File: src/rtl/pmsl_pkg.sv
// Package for the PLM minmod slope limiter: widths, codes, job record and limiter helpers.
package pmsl_pkg;

   localparam int VARIABLES   = 4;
   localparam int DATA_W      = 32;
   localparam int DIFF_W      = DATA_W + 1;
   localparam int DEN_W       = DATA_W + 2;
   localparam int FRAC_SHIFT  = 17;
   localparam int DIVIDEND_W  = DIFF_W + FRAC_SHIFT;
   localparam int RATIO_W     = 58;
   localparam int SCALED_W    = RATIO_W + 2;
   localparam int QUEUE_DEPTH = 2;
   localparam int CSR_ADDR_W  = 4;
   localparam int VAR_W       = (VARIABLES > 1) ? $clog2(VARIABLES) : 1;

   localparam logic [1:0] SLOPE_FACTOR_RESET = 2'd1;
   localparam logic [RATIO_W-1:0] HUGE_SLOPE = RATIO_W'(1) << 56;
   localparam logic signed [SCALED_W-1:0] SAT_MAX = SCALED_W'(64'sd2147483647);
   localparam logic signed [SCALED_W-1:0] SAT_MIN = SCALED_W'(-64'sd2147483648);

   typedef enum logic [1:0] {
      REG_SLOPE_FACTOR = 2'd0,
      REG_OWN_FIRST    = 2'd1,
      REG_OWN_LAST     = 2'd2
   } reg_index_type;

   typedef enum logic [1:0] {
      WIN_EMPTY,
      WIN_FIRST,
      WIN_INTERIOR
   } window_type;

   typedef enum logic [2:0] {
      B_IDLE,
      B_START,
      B_WAIT,
      B_STEP,
      B_LIMIT,
      B_OUT
   } back_state_type;

   typedef struct packed {
      logic [DATA_W-1:0]                 left_width;
      logic [DATA_W-1:0]                 center_width;
      logic [DATA_W-1:0]                 right_width;
      logic [VARIABLES-1:0][DATA_W-1:0]  left_values;
      logic [VARIABLES-1:0][DATA_W-1:0]  center_values;
      logic [VARIABLES-1:0][DATA_W-1:0]  right_values;
      logic                              done;
   } job_type;

   typedef struct packed {
      logic full;
      logic empty;
   } queue_status_type;

   function automatic logic [SCALED_W-1:0] mag_of(input logic signed [SCALED_W-1:0] v);
      return v[SCALED_W-1] ? SCALED_W'(-v) : v;
   endfunction

   function automatic logic opposite(input logic signed [SCALED_W-1:0] x,
                                     input logic signed [SCALED_W-1:0] y);
      return (x < 0 && y > 0) || (x > 0 && y < 0);
   endfunction

   function automatic logic signed [SCALED_W-1:0] limit3(
      input logic signed [SCALED_W-1:0] a,
      input logic signed [SCALED_W-1:0] b,
      input logic signed [SCALED_W-1:0] c);
      logic signed [SCALED_W-1:0] m;
      m = a;
      if (opposite(a, b)) m = '0;
      if (mag_of(b) < mag_of(m)) m = b;
      if (opposite(b, c)) m = '0;
      if (mag_of(c) < mag_of(m)) m = c;
      return m;
   endfunction

   function automatic logic signed [SCALED_W-1:0] scale_theta(
      input logic signed [RATIO_W-1:0] r,
      input logic [1:0] theta);
      logic signed [SCALED_W-1:0] x;
      logic signed [SCALED_W-1:0] y;
      x = SCALED_W'(r);
      case (theta)
         2'd0: y = '0;
         2'd1: y = x;
         2'd2: y = x <<< 1;
         default: y = x + (x <<< 1);
      endcase
      return y;
   endfunction

   function automatic logic [DATA_W-1:0] sat32(input logic signed [SCALED_W-1:0] v);
      logic signed [SCALED_W-1:0] t;
      t = v;
      if (v > SAT_MAX) t = SAT_MAX;
      if (v < SAT_MIN) t = SAT_MIN;
      return t[DATA_W-1:0];
   endfunction

endpackage

File: src/rtl/pmsl_divider.sv
// Restoring serial divider, one quotient bit per cycle, with remainder.
module pmsl_divider #(
   parameter int N = pmsl_pkg::DIVIDEND_W,
   parameter int D = pmsl_pkg::DEN_W
) (
   input  logic         clock,
   input  logic         reset,
   input  logic         start,
   input  logic [N-1:0] dividend,
   input  logic [D-1:0] divisor,
   output logic         busy,
   output logic         done,
   output logic [N-1:0] quotient,
   output logic [D-1:0] remainder
);

   localparam int CNT_W = $clog2(N + 1);

   logic [N-1:0]     acc_ff, acc_in;
   logic [D-1:0]     rem_ff, rem_in;
   logic [D-1:0]     dsr_ff, dsr_in;
   logic [CNT_W-1:0] cnt_ff, cnt_in;
   logic             busy_ff, busy_in;
   logic             done_ff, done_in;
   logic [D:0]       trial;
   logic             ge;

   always_comb begin
      trial   = {rem_ff, acc_ff[N-1]};
      ge      = trial >= {1'b0, dsr_ff};
      acc_in  = acc_ff;
      rem_in  = rem_ff;
      dsr_in  = dsr_ff;
      cnt_in  = cnt_ff;
      busy_in = busy_ff;
      done_in = 1'b0;
      if (start) begin
         acc_in  = dividend;
         rem_in  = '0;
         dsr_in  = divisor;
         cnt_in  = CNT_W'(N);
         busy_in = 1'b1;
      end else if (busy_ff) begin
         acc_in = {acc_ff[N-2:0], ge};
         rem_in = ge ? D'(trial - {1'b0, dsr_ff}) : D'(trial);
         cnt_in = cnt_ff - 1'b1;
         if (cnt_ff == CNT_W'(1)) begin
            busy_in = 1'b0;
            done_in = 1'b1;
         end
      end
   end

   always_ff @(posedge clock) begin
      acc_ff <= acc_in;
      rem_ff <= rem_in;
      dsr_ff <= dsr_in;
      cnt_ff <= cnt_in;
      if (reset) begin
         busy_ff <= 1'b0;
         done_ff <= 1'b0;
      end else begin
         busy_ff <= busy_in;
         done_ff <= done_in;
      end
   end

   assign busy      = busy_ff;
   assign done      = done_ff;
   assign quotient  = acc_ff;
   assign remainder = rem_ff;

endmodule

File: src/rtl/pmsl_queue.sv
// Short job queue between the window front end and the slope engine.
module pmsl_queue #(
   parameter int DEPTH = pmsl_pkg::QUEUE_DEPTH
) (
   input  logic                       clock,
   input  logic                       reset,
   input  logic                       push,
   input  pmsl_pkg::job_type          push_job,
   input  logic                       pop,
   output pmsl_pkg::job_type          pop_job,
   output pmsl_pkg::queue_status_type status
);

   localparam int PTR_W = (DEPTH > 1) ? $clog2(DEPTH) : 1;
   localparam int CNT_W = $clog2(DEPTH + 1);

   pmsl_pkg::job_type entry_ff [DEPTH];
   logic [PTR_W-1:0]  wr_ff, wr_in;
   logic [PTR_W-1:0]  rd_ff, rd_in;
   logic [CNT_W-1:0]  cnt_ff, cnt_in;

   always_comb begin
      wr_in  = wr_ff;
      rd_in  = rd_ff;
      cnt_in = cnt_ff;
      if (push) begin
         wr_in = (wr_ff == PTR_W'(DEPTH - 1)) ? '0 : wr_ff + 1'b1;
      end
      if (pop) begin
         rd_in = (rd_ff == PTR_W'(DEPTH - 1)) ? '0 : rd_ff + 1'b1;
      end
      if (push && !pop) begin
         cnt_in = cnt_ff + 1'b1;
      end else if (pop && !push) begin
         cnt_in = cnt_ff - 1'b1;
      end
   end

   always_ff @(posedge clock) begin
      if (push) begin
         entry_ff[wr_ff] <= push_job;
      end
      if (reset) begin
         wr_ff  <= '0;
         rd_ff  <= '0;
         cnt_ff <= '0;
      end else begin
         wr_ff  <= wr_in;
         rd_ff  <= rd_in;
         cnt_ff <= cnt_in;
      end
   end

   assign pop_job      = entry_ff[rd_ff];
   assign status.full  = cnt_ff == CNT_W'(DEPTH);
   assign status.empty = cnt_ff == '0;

endmodule

File: src/rtl/pmsl_front.sv
// Front end: takes requests, keeps the left/center window and issues slope jobs.
module pmsl_front (
   input  logic                                               clock,
   input  logic                                               reset,
   input  logic                                               req_valid,
   output logic                                               req_stall,
   input  logic [pmsl_pkg::DATA_W-1:0]                        req_width,
   input  logic [pmsl_pkg::VARIABLES-1:0][pmsl_pkg::DATA_W-1:0] req_values,
   input  logic                                               req_first,
   input  logic                                               req_last,
   input  logic                                               own_first,
   input  logic                                               own_last,
   input  pmsl_pkg::queue_status_type                         q_status,
   output logic                                               push,
   output pmsl_pkg::job_type                                  push_job
);

   pmsl_pkg::window_type seen_ff, seen_in, seen_now, seen_next;
   logic [pmsl_pkg::DATA_W-1:0] lw_ff, lw_in, cw_ff, cw_in;
   logic [pmsl_pkg::VARIABLES-1:0][pmsl_pkg::DATA_W-1:0] lv_ff, lv_in, cv_ff, cv_in;
   logic              pend_ff, pend_in;
   pmsl_pkg::job_type pend_job_ff, pend_job_in;
   pmsl_pkg::job_type job1, job2;
   logic              accept, emit1, emit2;

   always_comb begin
      req_stall = pend_ff || q_status.full;
      accept    = req_valid && !req_stall;
      seen_now  = req_first ? pmsl_pkg::WIN_EMPTY : seen_ff;

      if (seen_now == pmsl_pkg::WIN_EMPTY) begin
         emit1     = 1'b0;
         lw_in     = req_width;
         cw_in     = req_width;
         lv_in     = req_values;
         cv_in     = req_values;
         seen_next = pmsl_pkg::WIN_FIRST;
      end else begin
         emit1     = (seen_now == pmsl_pkg::WIN_INTERIOR) || own_first;
         lw_in     = cw_ff;
         cw_in     = req_width;
         lv_in     = cv_ff;
         cv_in     = req_values;
         seen_next = pmsl_pkg::WIN_INTERIOR;
      end
      emit2 = req_last && own_last && ((seen_next == pmsl_pkg::WIN_INTERIOR) || own_first);

      job1.left_width    = lw_ff;
      job1.center_width  = cw_ff;
      job1.right_width   = req_width;
      job1.left_values   = lv_ff;
      job1.center_values = cv_ff;
      job1.right_values  = req_values;
      job1.done          = req_last && !emit2;

      // end cell mirrors itself as right neighbour
      job2.left_width    = lw_in;
      job2.center_width  = cw_in;
      job2.right_width   = cw_in;
      job2.left_values   = lv_in;
      job2.center_values = cv_in;
      job2.right_values  = cv_in;
      job2.done          = 1'b1;

      push     = (pend_ff && !q_status.full) || (accept && emit1);
      push_job = pend_ff ? pend_job_ff : job1;

      seen_in     = seen_ff;
      pend_in     = pend_ff;
      pend_job_in = pend_job_ff;
      if (accept) begin
         seen_in     = req_last ? pmsl_pkg::WIN_EMPTY : seen_next;
         pend_in     = emit2;
         pend_job_in = job2;
      end else if (pend_ff && !q_status.full) begin
         pend_in = 1'b0;
      end
   end

   always_ff @(posedge clock) begin
      pend_job_ff <= pend_job_in;
      if (reset) begin
         seen_ff <= pmsl_pkg::WIN_EMPTY;
         pend_ff <= 1'b0;
         lw_ff   <= '0;
         cw_ff   <= '0;
         lv_ff   <= '0;
         cv_ff   <= '0;
      end else begin
         seen_ff <= seen_in;
         pend_ff <= pend_in;
         if (accept) begin
            lw_ff <= lw_in;
            cw_ff <= cw_in;
            lv_ff <= lv_in;
            cv_ff <= cv_in;
         end
      end
   end

endmodule

File: src/rtl/pmsl_back.sv
// Slope engine: three ratios per variable on a shared divider, minmod, saturation, output register.
module pmsl_back (
   input  logic                                               clock,
   input  logic                                               reset,
   input  logic [1:0]                                         theta,
   input  pmsl_pkg::queue_status_type                         q_status,
   input  pmsl_pkg::job_type                                  pop_job,
   output logic                                               pop,
   output logic                                               rsp_valid,
   input  logic                                               rsp_stall,
   output logic [pmsl_pkg::VARIABLES-1:0][pmsl_pkg::DATA_W-1:0] rsp_slopes,
   output logic                                               rsp_done
);

   localparam int VW = pmsl_pkg::VAR_W;
   localparam int RW = pmsl_pkg::RATIO_W;

   pmsl_pkg::back_state_type state_ff, state_in;
   pmsl_pkg::job_type        job_ff, job_in;
   logic [VW-1:0]            var_ff, var_in;
   logic [1:0]               k_ff, k_in;
   logic signed [RW-1:0]     ratio_ff [3];
   logic signed [RW-1:0]     ratio_in [3];
   logic [pmsl_pkg::VARIABLES-1:0][pmsl_pkg::DATA_W-1:0] slope_ff, slope_in;
   logic [pmsl_pkg::VARIABLES-1:0][pmsl_pkg::DATA_W-1:0] out_ff, out_in;
   logic                     out_done_ff, out_done_in;
   logic                     valid_ff, valid_in;
   logic                     load;

   logic signed [pmsl_pkg::DIFF_W-1:0] lv, cv, rv, diff;
   logic [pmsl_pkg::DEN_W-1:0]         den;
   logic                               neg;
   logic [pmsl_pkg::DIFF_W-1:0]        mag;
   logic [pmsl_pkg::DIVIDEND_W-1:0]    dividend;
   logic                               div_start, div_busy, div_done;
   logic [pmsl_pkg::DIVIDEND_W-1:0]    div_quot;
   logic [pmsl_pkg::DEN_W-1:0]         div_rem;
   logic [RW-1:0]                      rounded;

   pmsl_divider #(
      .N(pmsl_pkg::DIVIDEND_W),
      .D(pmsl_pkg::DEN_W)
   ) u_divider (
      .clock    (clock),
      .reset    (reset),
      .start    (div_start),
      .dividend (dividend),
      .divisor  (den),
      .busy     (div_busy),
      .done     (div_done),
      .quotient (div_quot),
      .remainder(div_rem)
   );

   always_comb begin
      lv = pmsl_pkg::DIFF_W'($signed(job_ff.left_values[var_ff]));
      cv = pmsl_pkg::DIFF_W'($signed(job_ff.center_values[var_ff]));
      rv = pmsl_pkg::DIFF_W'($signed(job_ff.right_values[var_ff]));
      case (k_ff)
         2'd0: begin
            diff = cv - lv;
            den  = pmsl_pkg::DEN_W'(job_ff.center_width) + pmsl_pkg::DEN_W'(job_ff.left_width);
         end
         2'd1: begin
            diff = rv - cv;
            den  = pmsl_pkg::DEN_W'(job_ff.right_width) + pmsl_pkg::DEN_W'(job_ff.center_width);
         end
         default: begin
            diff = rv - lv;
            den  = pmsl_pkg::DEN_W'(job_ff.left_width) + pmsl_pkg::DEN_W'(job_ff.right_width)
                 + (pmsl_pkg::DEN_W'(job_ff.center_width) << 1);
         end
      endcase
      neg      = diff[pmsl_pkg::DIFF_W-1];
      mag      = neg ? pmsl_pkg::DIFF_W'(-diff) : pmsl_pkg::DIFF_W'(diff);
      dividend = {mag, {pmsl_pkg::FRAC_SHIFT{1'b0}}};
      // round to nearest, ties away from zero
      rounded  = RW'(div_quot) + RW'({div_rem, 1'b0} >= {1'b0, den});
   end

   always_comb begin
      state_in    = state_ff;
      job_in      = job_ff;
      var_in      = var_ff;
      k_in        = k_ff;
      ratio_in    = ratio_ff;
      slope_in    = slope_ff;
      out_in      = out_ff;
      out_done_in = out_done_ff;
      pop         = 1'b0;
      div_start   = 1'b0;
      load        = 1'b0;
      case (state_ff)
         pmsl_pkg::B_IDLE: begin
            if (!q_status.empty) begin
               pop      = 1'b1;
               job_in   = pop_job;
               var_in   = '0;
               k_in     = '0;
               state_in = pmsl_pkg::B_START;
            end
         end
         pmsl_pkg::B_START: begin
            if (den == '0) begin
               if (mag == '0) begin
                  ratio_in[k_ff] = '0;
               end else begin
                  ratio_in[k_ff] = neg ? RW'(-pmsl_pkg::HUGE_SLOPE) : pmsl_pkg::HUGE_SLOPE;
               end
               state_in = pmsl_pkg::B_STEP;
            end else begin
               div_start = 1'b1;
               state_in  = pmsl_pkg::B_WAIT;
            end
         end
         pmsl_pkg::B_WAIT: begin
            if (div_done) begin
               ratio_in[k_ff] = neg ? RW'(-rounded) : rounded;
               state_in       = pmsl_pkg::B_STEP;
            end
         end
         pmsl_pkg::B_STEP: begin
            if (k_ff == 2'd2) begin
               state_in = pmsl_pkg::B_LIMIT;
            end else begin
               k_in     = k_ff + 1'b1;
               state_in = pmsl_pkg::B_START;
            end
         end
         pmsl_pkg::B_LIMIT: begin
            slope_in[var_ff] = pmsl_pkg::sat32(pmsl_pkg::limit3(
               pmsl_pkg::scale_theta(ratio_ff[0], theta),
               pmsl_pkg::SCALED_W'(ratio_ff[2]),
               pmsl_pkg::scale_theta(ratio_ff[1], theta)));
            if (var_ff == VW'(pmsl_pkg::VARIABLES - 1)) begin
               state_in = pmsl_pkg::B_OUT;
            end else begin
               var_in   = var_ff + 1'b1;
               k_in     = '0;
               state_in = pmsl_pkg::B_START;
            end
         end
         pmsl_pkg::B_OUT: begin
            if (!valid_ff || !rsp_stall) begin
               load        = 1'b1;
               out_in      = slope_ff;
               out_done_in = job_ff.done;
               state_in    = pmsl_pkg::B_IDLE;
            end
         end
         default: begin
            state_in = pmsl_pkg::B_IDLE;
         end
      endcase
      valid_in = valid_ff;
      if (load) begin
         valid_in = 1'b1;
      end else if (valid_ff && !rsp_stall) begin
         valid_in = 1'b0;
      end
   end

   always_ff @(posedge clock) begin
      job_ff      <= job_in;
      var_ff      <= var_in;
      k_ff        <= k_in;
      ratio_ff    <= ratio_in;
      slope_ff    <= slope_in;
      out_ff      <= out_in;
      out_done_ff <= out_done_in;
      if (reset) begin
         state_ff <= pmsl_pkg::B_IDLE;
         valid_ff <= 1'b0;
      end else begin
         state_ff <= state_in;
         valid_ff <= valid_in;
      end
   end

   assign rsp_valid  = valid_ff;
   assign rsp_slopes = out_ff;
   assign rsp_done   = out_done_ff;

`ifndef SYNTHESIS
   a_pop_nonempty: assert property (@(posedge clock) disable iff (reset)
      pop |-> !q_status.empty)
      else $error("job popped from empty queue");

   a_div_free: assert property (@(posedge clock) disable iff (reset)
      div_start |-> !div_busy)
      else $error("divider started while busy");

   a_done_in_wait: assert property (@(posedge clock) disable iff (reset)
      div_done |-> state_ff == pmsl_pkg::B_WAIT)
      else $error("divider finished outside wait state");
`endif

endmodule

File: src/rtl/plm_minmod_slope_limiter_top.sv
// Top level of the PLM generalized minmod slope limiter with its register port.
// Cells stream in one request per column position; a cell's limited slopes come out once its
// right neighbour is in, and the end cells (zero slope) only when their end is owned.
// A request is taken when the two-entry job queue has room and no second job is pending; a
// request that produces two results (the last of a column with its end owned) holds the input
// until its second job is queued. Each result costs twelve Q16.16 ratios on one shared
// bit-serial divider; each ratio has a setup state, the divider run (skipped for a zero width
// sum) and a step state, each variable a limit state, and each job a fetch and an output load state.
// Results wait in an output register while the engine moves on to the next job.
// Registers: 0x0 slope_factor (theta, reset 1), 0x4 own_first_cell (reset 1),
// 0x8 own_last_cell (reset 1). There is no clearing pass after reset.
module plm_minmod_slope_limiter_top #(
   parameter int QUEUE_DEPTH = pmsl_pkg::QUEUE_DEPTH
) (
   input  logic                                  clock,
   input  logic                                  reset,
   input  logic                                  req_valid,
   output logic                                  req_stall,
   input  logic [31:0]                           req_cell_width,
   input  logic signed [31:0]                    req_value_0,
   input  logic signed [31:0]                    req_value_1,
   input  logic signed [31:0]                    req_value_2,
   input  logic signed [31:0]                    req_value_3,
   input  logic                                  req_first_of_column,
   input  logic                                  req_last_of_column,
   output logic                                  rsp_valid,
   input  logic                                  rsp_stall,
   output logic signed [31:0]                    rsp_slope_0,
   output logic signed [31:0]                    rsp_slope_1,
   output logic signed [31:0]                    rsp_slope_2,
   output logic signed [31:0]                    rsp_slope_3,
   output logic                                  rsp_column_done,
   input  logic                                  psel,
   input  logic                                  penable,
   input  logic                                  pwrite,
   input  logic [pmsl_pkg::CSR_ADDR_W-1:0]       paddr,
   input  logic [31:0]                           pwdata,
   output logic [31:0]                           prdata,
   output logic                                  pready
);

   logic [1:0] slope_factor_ff, slope_factor_in;
   logic       own_first_ff, own_first_in;
   logic       own_last_ff, own_last_in;
   logic       csr_write;
   pmsl_pkg::reg_index_type csr_index;

   logic [pmsl_pkg::VARIABLES-1:0][pmsl_pkg::DATA_W-1:0] req_values;
   logic [pmsl_pkg::VARIABLES-1:0][pmsl_pkg::DATA_W-1:0] rsp_slopes;
   pmsl_pkg::queue_status_type q_status;
   pmsl_pkg::job_type          push_job, pop_job;
   logic                       push, pop;

   assign pready    = 1'b1;
   assign csr_write = psel && penable && pwrite;
   assign csr_index = pmsl_pkg::reg_index_type'(paddr[3:2]);

   always_comb begin
      slope_factor_in = slope_factor_ff;
      own_first_in    = own_first_ff;
      own_last_in     = own_last_ff;
      prdata          = '0;
      case (csr_index)
         pmsl_pkg::REG_SLOPE_FACTOR: begin
            prdata = {30'd0, slope_factor_ff};
            if (csr_write) slope_factor_in = pwdata[1:0];
         end
         pmsl_pkg::REG_OWN_FIRST: begin
            prdata = {31'd0, own_first_ff};
            if (csr_write) own_first_in = pwdata[0];
         end
         pmsl_pkg::REG_OWN_LAST: begin
            prdata = {31'd0, own_last_ff};
            if (csr_write) own_last_in = pwdata[0];
         end
         default: begin
            prdata = '0;
         end
      endcase
   end

   always_ff @(posedge clock) begin
      if (reset) begin
         slope_factor_ff <= pmsl_pkg::SLOPE_FACTOR_RESET;
         own_first_ff    <= 1'b1;
         own_last_ff     <= 1'b1;
      end else begin
         slope_factor_ff <= slope_factor_in;
         own_first_ff    <= own_first_in;
         own_last_ff     <= own_last_in;
      end
   end

   assign req_values[0] = req_value_0;
   assign req_values[1] = req_value_1;
   assign req_values[2] = req_value_2;
   assign req_values[3] = req_value_3;

   pmsl_front u_front (
      .clock     (clock),
      .reset     (reset),
      .req_valid (req_valid),
      .req_stall (req_stall),
      .req_width (req_cell_width),
      .req_values(req_values),
      .req_first (req_first_of_column),
      .req_last  (req_last_of_column),
      .own_first (own_first_ff),
      .own_last  (own_last_ff),
      .q_status  (q_status),
      .push      (push),
      .push_job  (push_job)
   );

   pmsl_queue #(
      .DEPTH(QUEUE_DEPTH)
   ) u_queue (
      .clock   (clock),
      .reset   (reset),
      .push    (push),
      .push_job(push_job),
      .pop     (pop),
      .pop_job (pop_job),
      .status  (q_status)
   );

   pmsl_back u_back (
      .clock     (clock),
      .reset     (reset),
      .theta     (slope_factor_ff),
      .q_status  (q_status),
      .pop_job   (pop_job),
      .pop       (pop),
      .rsp_valid (rsp_valid),
      .rsp_stall (rsp_stall),
      .rsp_slopes(rsp_slopes),
      .rsp_done  (rsp_column_done)
   );

   assign rsp_slope_0 = rsp_slopes[0];
   assign rsp_slope_1 = rsp_slopes[1];
   assign rsp_slope_2 = rsp_slopes[2];
   assign rsp_slope_3 = rsp_slopes[3];

endmodule
File: config.mk
export PLATFORM = sky130hd
export DESIGN_NAME = plm_minmod_slope_limiter_top
export DESIGN_NICKNAME = d
export VERILOG_FILES = /design/src/rtl/pmsl_pkg.sv /design/src/rtl/pmsl_divider.sv /design/src/rtl/pmsl_queue.sv /design/src/rtl/pmsl_front.sv /design/src/rtl/pmsl_back.sv /design/src/rtl/plm_minmod_slope_limiter_top.sv
export SDC_FILE = /design/constraint.sdc
export NUM_CORES = 2
export LEC_CHECK = 0
export BUFFER_PORTS_ARGS = -buffer_cell sky130_fd_sc_hd__buf_2
export CORE_MARGIN = 1
export CORE_UTILIZATION = 50
export DETAILED_ROUTE_END_ITERATION = 16
export PLACE_DENSITY = 0.65
export SLEW_MARGIN = 20
export SYNTH_ARGS = -nofsm -noshare
export SYNTH_HDL_FRONTEND = slang
export SYNTH_SLANG_ARGS = --single-unit
File: constraint.sdc
create_clock -name clock -period 77.7 [get_ports clock]
set_input_delay 7.77 -clock clock [delete_from_list [all_inputs] [get_ports clock]]
set_output_delay 7.77 -clock clock [all_outputs]
set_load 0.02 [all_outputs]
* Word level (Yosys, flattened, before mapping) *
Memories as Yosys holds them, arrays and structs flattened. A register that Yosys moved wholly into a read port is not among the register bits.
Cells that the tools add are included.

cells by class
  $add $sub $neg = 24
  magnitude comparators = 16
  equal/unequal tests = 22
  muxes and demuxes = 84
  bitwise logic cells = 5
  reduce and logical (&&, ||, !) cells = 56

operator list
  kind                 number
  $mux 60              13
  $mux 174             3
  $mux 481             1
  $pmux 60 s3          2
  $bwmux 174           2
  $pmux 174 s2         1
  $mux 32              8
  $bmux 32 s2          3
  $neg 60->60          3
  $and 174x174->174    1
  $mux 58              3
  $not 174->174        1
  $bwmux 128           1
  $mux 128             1
  $add 58x59->60       2
  $gt 60x1->1 const B  2
  $lt 60x1->1 const B  2
  $lt 60x60->1         2
  $demux 58 s2         1
  $mux 50              2
  $add 32x32->33       3
  $sub 32x32->33       3
  $ge 35x34->1         2
  $pmux 34 s2          1
  51 further kinds     144

word-level totals
  register bits = 1216
  memory bits (writable) = 962
  input port bits = 205
  output and inout bits = 164
  word-level logic and storage cells = 259
  memories kept = 1

memories
  memory            words  bits a word  read ports  clocked after memory_dff  wr ports  RTL line          text
  u_queue.entry_ff  2      481          1           1                         1         pmsl_queue.sv:17  pmsl_pkg::job_type entry_ff [DEPTH];

* Logic depth before layout (Yosys ltp) *
  word-level depth = 24
  depth in mapped cells = 74
  depth with buffers taken out = 60

* Cells and area by module *
A second synthesis with hierarchy kept.

second synthesis, totals
  cell total of the unflattened synthesis = 11685
  area total of the unflattened synthesis = 137097.7 µm²

by module, submodules not included
  module                        instances  cells an instance  area each (µm²)  seq. area each (µm²)
  pmsl_back                     1          6365               65612.9          27586.5
  pmsl_queue                    1          1519               35261.3          28987.8
  pmsl_front                    1          3118               28894.0          16075.4
  pmsl_divider                  1          628                6866.6           3363.2
  plm_minmod_slope_limiter_top  1          55                 462.9            80.1

* Worst setup path before layout *
OpenSTA, ideal clock, no wires.

  kind = in2reg
  from = input req_first_of_column
  to = memory u_queue.entry_ff[0][0] in the netlist's numbering (enable)
  library setup time = 1.390 ns
  arrival = 29.472 ns
  required time = 76.310 ns
  path slack = 46.839 ns
  cell stages on the path = 4
  buffers on the path = 0
  cells stage by stage = nor2_1 > o21ai_0 > o22ai_1 > nor2b_1

on the way
  cells in the longest elaborated chain, start to end = 8
  elaborated cells between the ends (all ways) = 9
  those cells by class = eq/ne (1); mux (4); reduce/logical (4)

RTL lines
  what                            RTL line                            text
  from (decl)                     plm_minmod_slope_limiter_top.sv:24  input logic req_first_of_column,
  $mux 2 *                        pmsl_front.sv:29                    seen_now = req_first ? pmsl_pkg::WIN_EMPTY : seen_ff;
  $eq 2x2->1                      pmsl_front.sv:39                    emit1 = (seen_now == pmsl_pkg::WIN_INTERIOR) || own_first;
  $logic_or 1x1->1                pmsl_front.sv:39
  $mux 1 *                        pmsl_front.sv:31                    if (seen_now == pmsl_pkg::WIN_EMPTY) begin
  $logic_and 1x1->1 *             pmsl_front.sv:65                    push = (pend_ff && !q_status.full) || (accept && emit1);
  $logic_or 1x1->1 *              pmsl_front.sv:65
  via push                        plm_minmod_slope_limiter_top.sv:52  logic push, pop;
  $mux 1 *                        pmsl_queue.sv:40                    if (push) begin
  $mux 1 (implied by the code) *  pmsl_queue.sv:41                    entry_ff[wr_ff] <= push_job;
  to (decl)                       pmsl_queue.sv:17

The timed path passes the listed nets; every way through them passes the cells marked *.

* Worst setup path after layout *
  from = register u_back.ratio_ff[116] in the netlist's numbering
  to = register u_back.slope_ff[6] in the netlist's numbering (data pin)

on the way
  cells in the longest elaborated chain, start to end = 24
  elaborated cells between the ends (all ways) = 27
  those cells by class = add/sub (3); order compare (6); mux (15); reduce/logical (3)

RTL lines
  what                                               RTL line          text
  from (decl)                                        pmsl_back.sv:22   logic signed [RW-1:0] ratio_ff [3];
  from (signal assigned)                             pmsl_back.sv:167  ratio_ff <= ratio_in;
  $add 58x59->60                                     pmsl_pkg.sv:89    default: y = x + (x <<< 1);
  $pmux 60 s3 *                                      pmsl_pkg.sv:85    case (theta)
  $mux 60 *                                          pmsl_back.sv:93   case (state_ff)
  $lt 60x1->1 / $gt 60x1->1 (equally long branches)  pmsl_pkg.sv:63    return (x < 0 && y > 0) || (x > 0 && y < 0);
  $logic_and 1x1->1                                  pmsl_pkg.sv:63
  $logic_or 1x1->1                                   pmsl_pkg.sv:63
  $mux 60 *                                          pmsl_pkg.sv:72    if (opposite(a, b)) m = '0;
  $mux 60 *                                          pmsl_back.sv:93
  [... 8 more ...]                                   n/a
  $lt 60x60->1                                       pmsl_pkg.sv:75    if (mag_of(c) < mag_of(m)) m = c;
  $mux 60 *                                          pmsl_pkg.sv:75
  $mux 60 *                                          pmsl_back.sv:93
  $gt 60x32->1                                       pmsl_pkg.sv:97    if (v > SAT_MAX) t = SAT_MAX;
  $mux 32                                            pmsl_pkg.sv:97
  $mux 32 *                                          pmsl_pkg.sv:98    if (v < SAT_MIN) t = SAT_MIN;
  $mux 32 *                                          pmsl_back.sv:93
  $bwmux 128 *                                       pmsl_back.sv:131  slope_in[var_ff] = pmsl_pkg::sat32(pmsl_pkg::limit3(
  to (signal assigned)                               pmsl_back.sv:168  slope_ff <= slope_in;
  to (decl)                                          pmsl_back.sv:24   logic [pmsl_pkg::VARIABLES-1:0][pmsl_pkg::DATA_W-1:0] slope_ff, slope_in;

Mark *: on every way between the ends. The rest lies on a longest branch, timed or not. The select of a mux whose other input is x is not followed.
A chain may end at the register's enable or synchronous reset.

==> reports/metrics.json <==
{
  "clockBufferDepth": 4,
  "flow.area_growth_from_synthesis_pct": 10.5,
  "remaining_routing_drc_violations": 0,
  "worst_path_most_repeated_cell": "a21o_1",
  "post_dr_vias_cell": 5.82,
  "post-cts-setup-buffers": 0,
  "final.setup.tns_ps": 0,
  "antenna_found_initial": 55,
  "yosysUniqueCellTypes": 112,
  "synth_area_leaders": "edfxtp_1 50%, dfxtp_1 5.8%, mux2_2 5.7%, nand2_1 4.9%, ha_1 4.4%",
  "global_route_wire_length_before_repair_mm": 527,
  "maxSlewViolCount": 0,
  "setup_violations": 0,
  "syn_inst": 12000,
  "critical-path-max-stage-delay_ps": 890,
  "timing.critical_path.from_type": "register",
  "io_buffer_count": 305,
  "drtPass1Iterations": 8,
  "fin_worst_skew_ps": 81.2,
  "maximum_number_of_pins_on_one_net_before_global_route_repair": 200,
  "max-slew-margin-rel_pct": 23.6,
  "path_class": "reg -> reg",
  "max_freq_mhz": 52.3,
  "placement_rows": 190,
  "wirelength_mm": 343,
  "p_leak_uw": 0.0538,
  "netlist.area_leader.share_pct": 50.3,
  "hpwl_mm": 234,
  "grt_use_total_pct": 24.7,
  "die-area_um2": 272000,
  "postSynth.topFlopCell": "edfxtp_1",
  "hold_class": "reg -> reg",
  "num-nets-final": 12800,
  "min_period_ps": 19120,
  "synth_edf_count": 2265,
  "initial_core_util_pct": 50.3,
  "die_width_um": 522,
  "critical_path.reg2reg.startpoint": "u_back.ratio_ff[116]",
  "clkSlewWorstSetupHoldPaths_ps": 60,
  "synthArstFlopShare_pct": 0,
  "tritoncts.num_buffers": 287,
  "synth_sequential_area_ratio_pct": 56.2,
  "final_antenna_net_count": 0,
  "rrSetupSlack_ps": 58580,
  "max-vdd-ir-drop_uv": 31.1,
  "clk-insertion-delay-late_ps": 920,
  "postSynthAreaPerCell_um2": 11.3,
  "syn-cell-area_um2": 135000,
  "cp.arrival_ps": 19700,
  "power_per_standard_cell_area_nw_per_um2": 36.9,
  "fin_crit_sh_pct": 24.6,
  "critPathLaunch": "u_back.ratio_ff[116]",
  "postSynthRegisterBits": 2659,
  "yosys_warnings": 0,
  "crit_path_end_kind": "register",
  "detail_route.wl_per_cell_um": 21.6,
  "post_cts_resized": 0,
  "worst_hold_slack_ps": 403,
  "cts.sink_count": 2659,
  "hold_buffers": 0,
  "cts_h_tree_depth": 5,
  "placeableCoreArea_um2": 268000,
  "outcome": "completed",
  "via_count": 92300,
  "vias_in_the_first_global_route": 90900,
  "worst_margin_slew_ps": 1150,
  "detailedRoute.firstIterationViolations": 7211,
  "globalplace.congestion": 0.915,
  "chipHeight_um": 522,
  "post-synth-top-area-cell": "edfxtp_1",
  "gr-total-overflow": 0,
  "drive_gt1_share_pct": 14.8,
  "worst-path-max-fanout": 65,
  "n_fill_cell": 22400,
  "finalHoldViolations": 0,
  "clockRootBuffer": "clkbuf_16",
  "ios": 369,
  "cp_slowest_cell": "a222oi_1",
  "cap_viol_max_count": 0,
  "rsz_0062_raised_after_global_routing": "no",
  "hold_crit_start": "u_back.slope_ff[32]",
  "cp_data_required_time_ps": 78290,
  "tritoncts_clock_tree": "yes"
}
## per-layer routing
metal	up-vias	track usage (%)	wire (um)	share of wire [%]
li1	44100	-	-	-
met1	44900	33.1	149000	44
met2	2617	41.6	162000	47
met3	585	3.88	21400	6.2
met4	50	7.08	9550	2.8
met5	-	0	317	0.092
## final timing paths
path	endpoint	cells past startpoint
worst min-delay path	u_back.rsp_slopes[32]	0
worst max-delay path	u_back.slope_ff[6]	59
worst min register to register	u_back.rsp_slopes[32]	0
worst max register to register	u_back.slope_ff[6]	59
## report_power, final
group	switching (uW)	total (uW)	internal, uW
Clock	572	1360	792
Combinational	1420	2210	793
Sequential	88.8	1940	1850
Total	2080	5520	3440
## per-stage QoR
| step | total power [uW] | std cells | setup WS (ps) | util [%] | instance area (um2) |
|---|---|---|---|---|---|
| 6_report | 5520 | 15900 | 58580 | 55.6 | 149000 |
| 5_1_grt | 5820 | 15900 | 57590 | 55.6 | 149000 |
| 4_1_cts | 5530 | 15900 | 58750 | 55.6 | 149000 |
| 3_5_place_dp | 4150 | 15300 | 58830 | 52.1 | 140000 |
| 3_3_place_gp | 4110 | 15300 | 58990 | 52.1 | 140000 |
| 2_1_floorplan | 3570 | 12000 | 46840 | - | 135000 |
## cell usage in the layout, fill, tap and decap left out, drive strengths merged, types with 79 or more instances in the layout
cell       n
mux2i    133
inv      631
nand4    106
a21o     169
xor2     168
mux2     689
ha       477
buf      445
edfxtp  2265
and3      96
xnor2    355
a31oi     86
mux4      96
clkinv    82
nand3    161
clkbuf   401
dfxtp    394
nand2   1749
a21oi    773
o31ai     90
o21ai   1015
nor3     146
nor2     499
a211oi    79
## synthesized netlist by cell type, drive strengths merged, types with 161 or more instances
cell,number
inv,610
nor2,499
a21oi,773
a21o,169
xor2,168
nand2,1749
clkbuf,525
xnor2,355
ha,477
nand3,161
edfxtp,2265
dfxtp,394
mux2,689
o21ai,1015
## flip-flops by register name (all words and copies together) (netlist names), 3 cells and up
signal                      cells
u_back.u_divider.quotient      50
u_back.state_ff                 3
u_front.cv_ff                 128
u_back.u_divider.remainder     34
u_queue.entry_ff              962
u_front.job1                  128
u_back.rsp_slopes             128
u_front.pend_job_ff           320
u_back.u_divider.dsr_ff        34
u_front.lw_ff                  32
u_back.ratio_ff               174
u_back.job_ff                 481
u_front.cw_ff                  32
u_back.slope_ff               128
u_back.u_divider.cnt_ff         6
## critical path: cells and delay by family, from the launching register on
| family | cells | cell delay [ps] |
|---|---|---|
| flops | 1 | 510 |
| xor+xnor | 3 | 550 |
| buf+inv | 5 | 1720 |
| fa+ha+maj | 5 | 1670 |
| compound gates | 33 | 10930 |
| simple gates | 13 | 3280 |
## cells by family (layout without fill, tap and decap cells)
family	count (synthesis)	after routing	synth area share [%]
AND/OR/NAND/NOR	3245	3245	10.8
AO/OA/AOI/OAI	2852	2852	13.0
flip-flops	2659	2659	56.2
buffers and inverters	1271	1584	3.71
multiplexers	918	918	8.33
XOR/XNOR	523	523	3.39
adder cells (fa/ha/maj)	485	485	4.54
other	2	48	0.00556
## area by class of cell
type / count / area [um2] / area share, %
antenna: 15 / 37.5 / 0.0251
clock buffer: 400 / 8060 / 5.40
clock inverter: 128 / 1420 / 0.948
inverter: 610 / 2310 / 1.55
multi-input combinational: 8056 / 54500 / 36.5
sequential: 2659 / 75900 / 50.8
tap: 3552 / 4440 / 2.98
timing repair buffer: 446 / 2670 / 1.79
(Power assumes the default switching activity.)
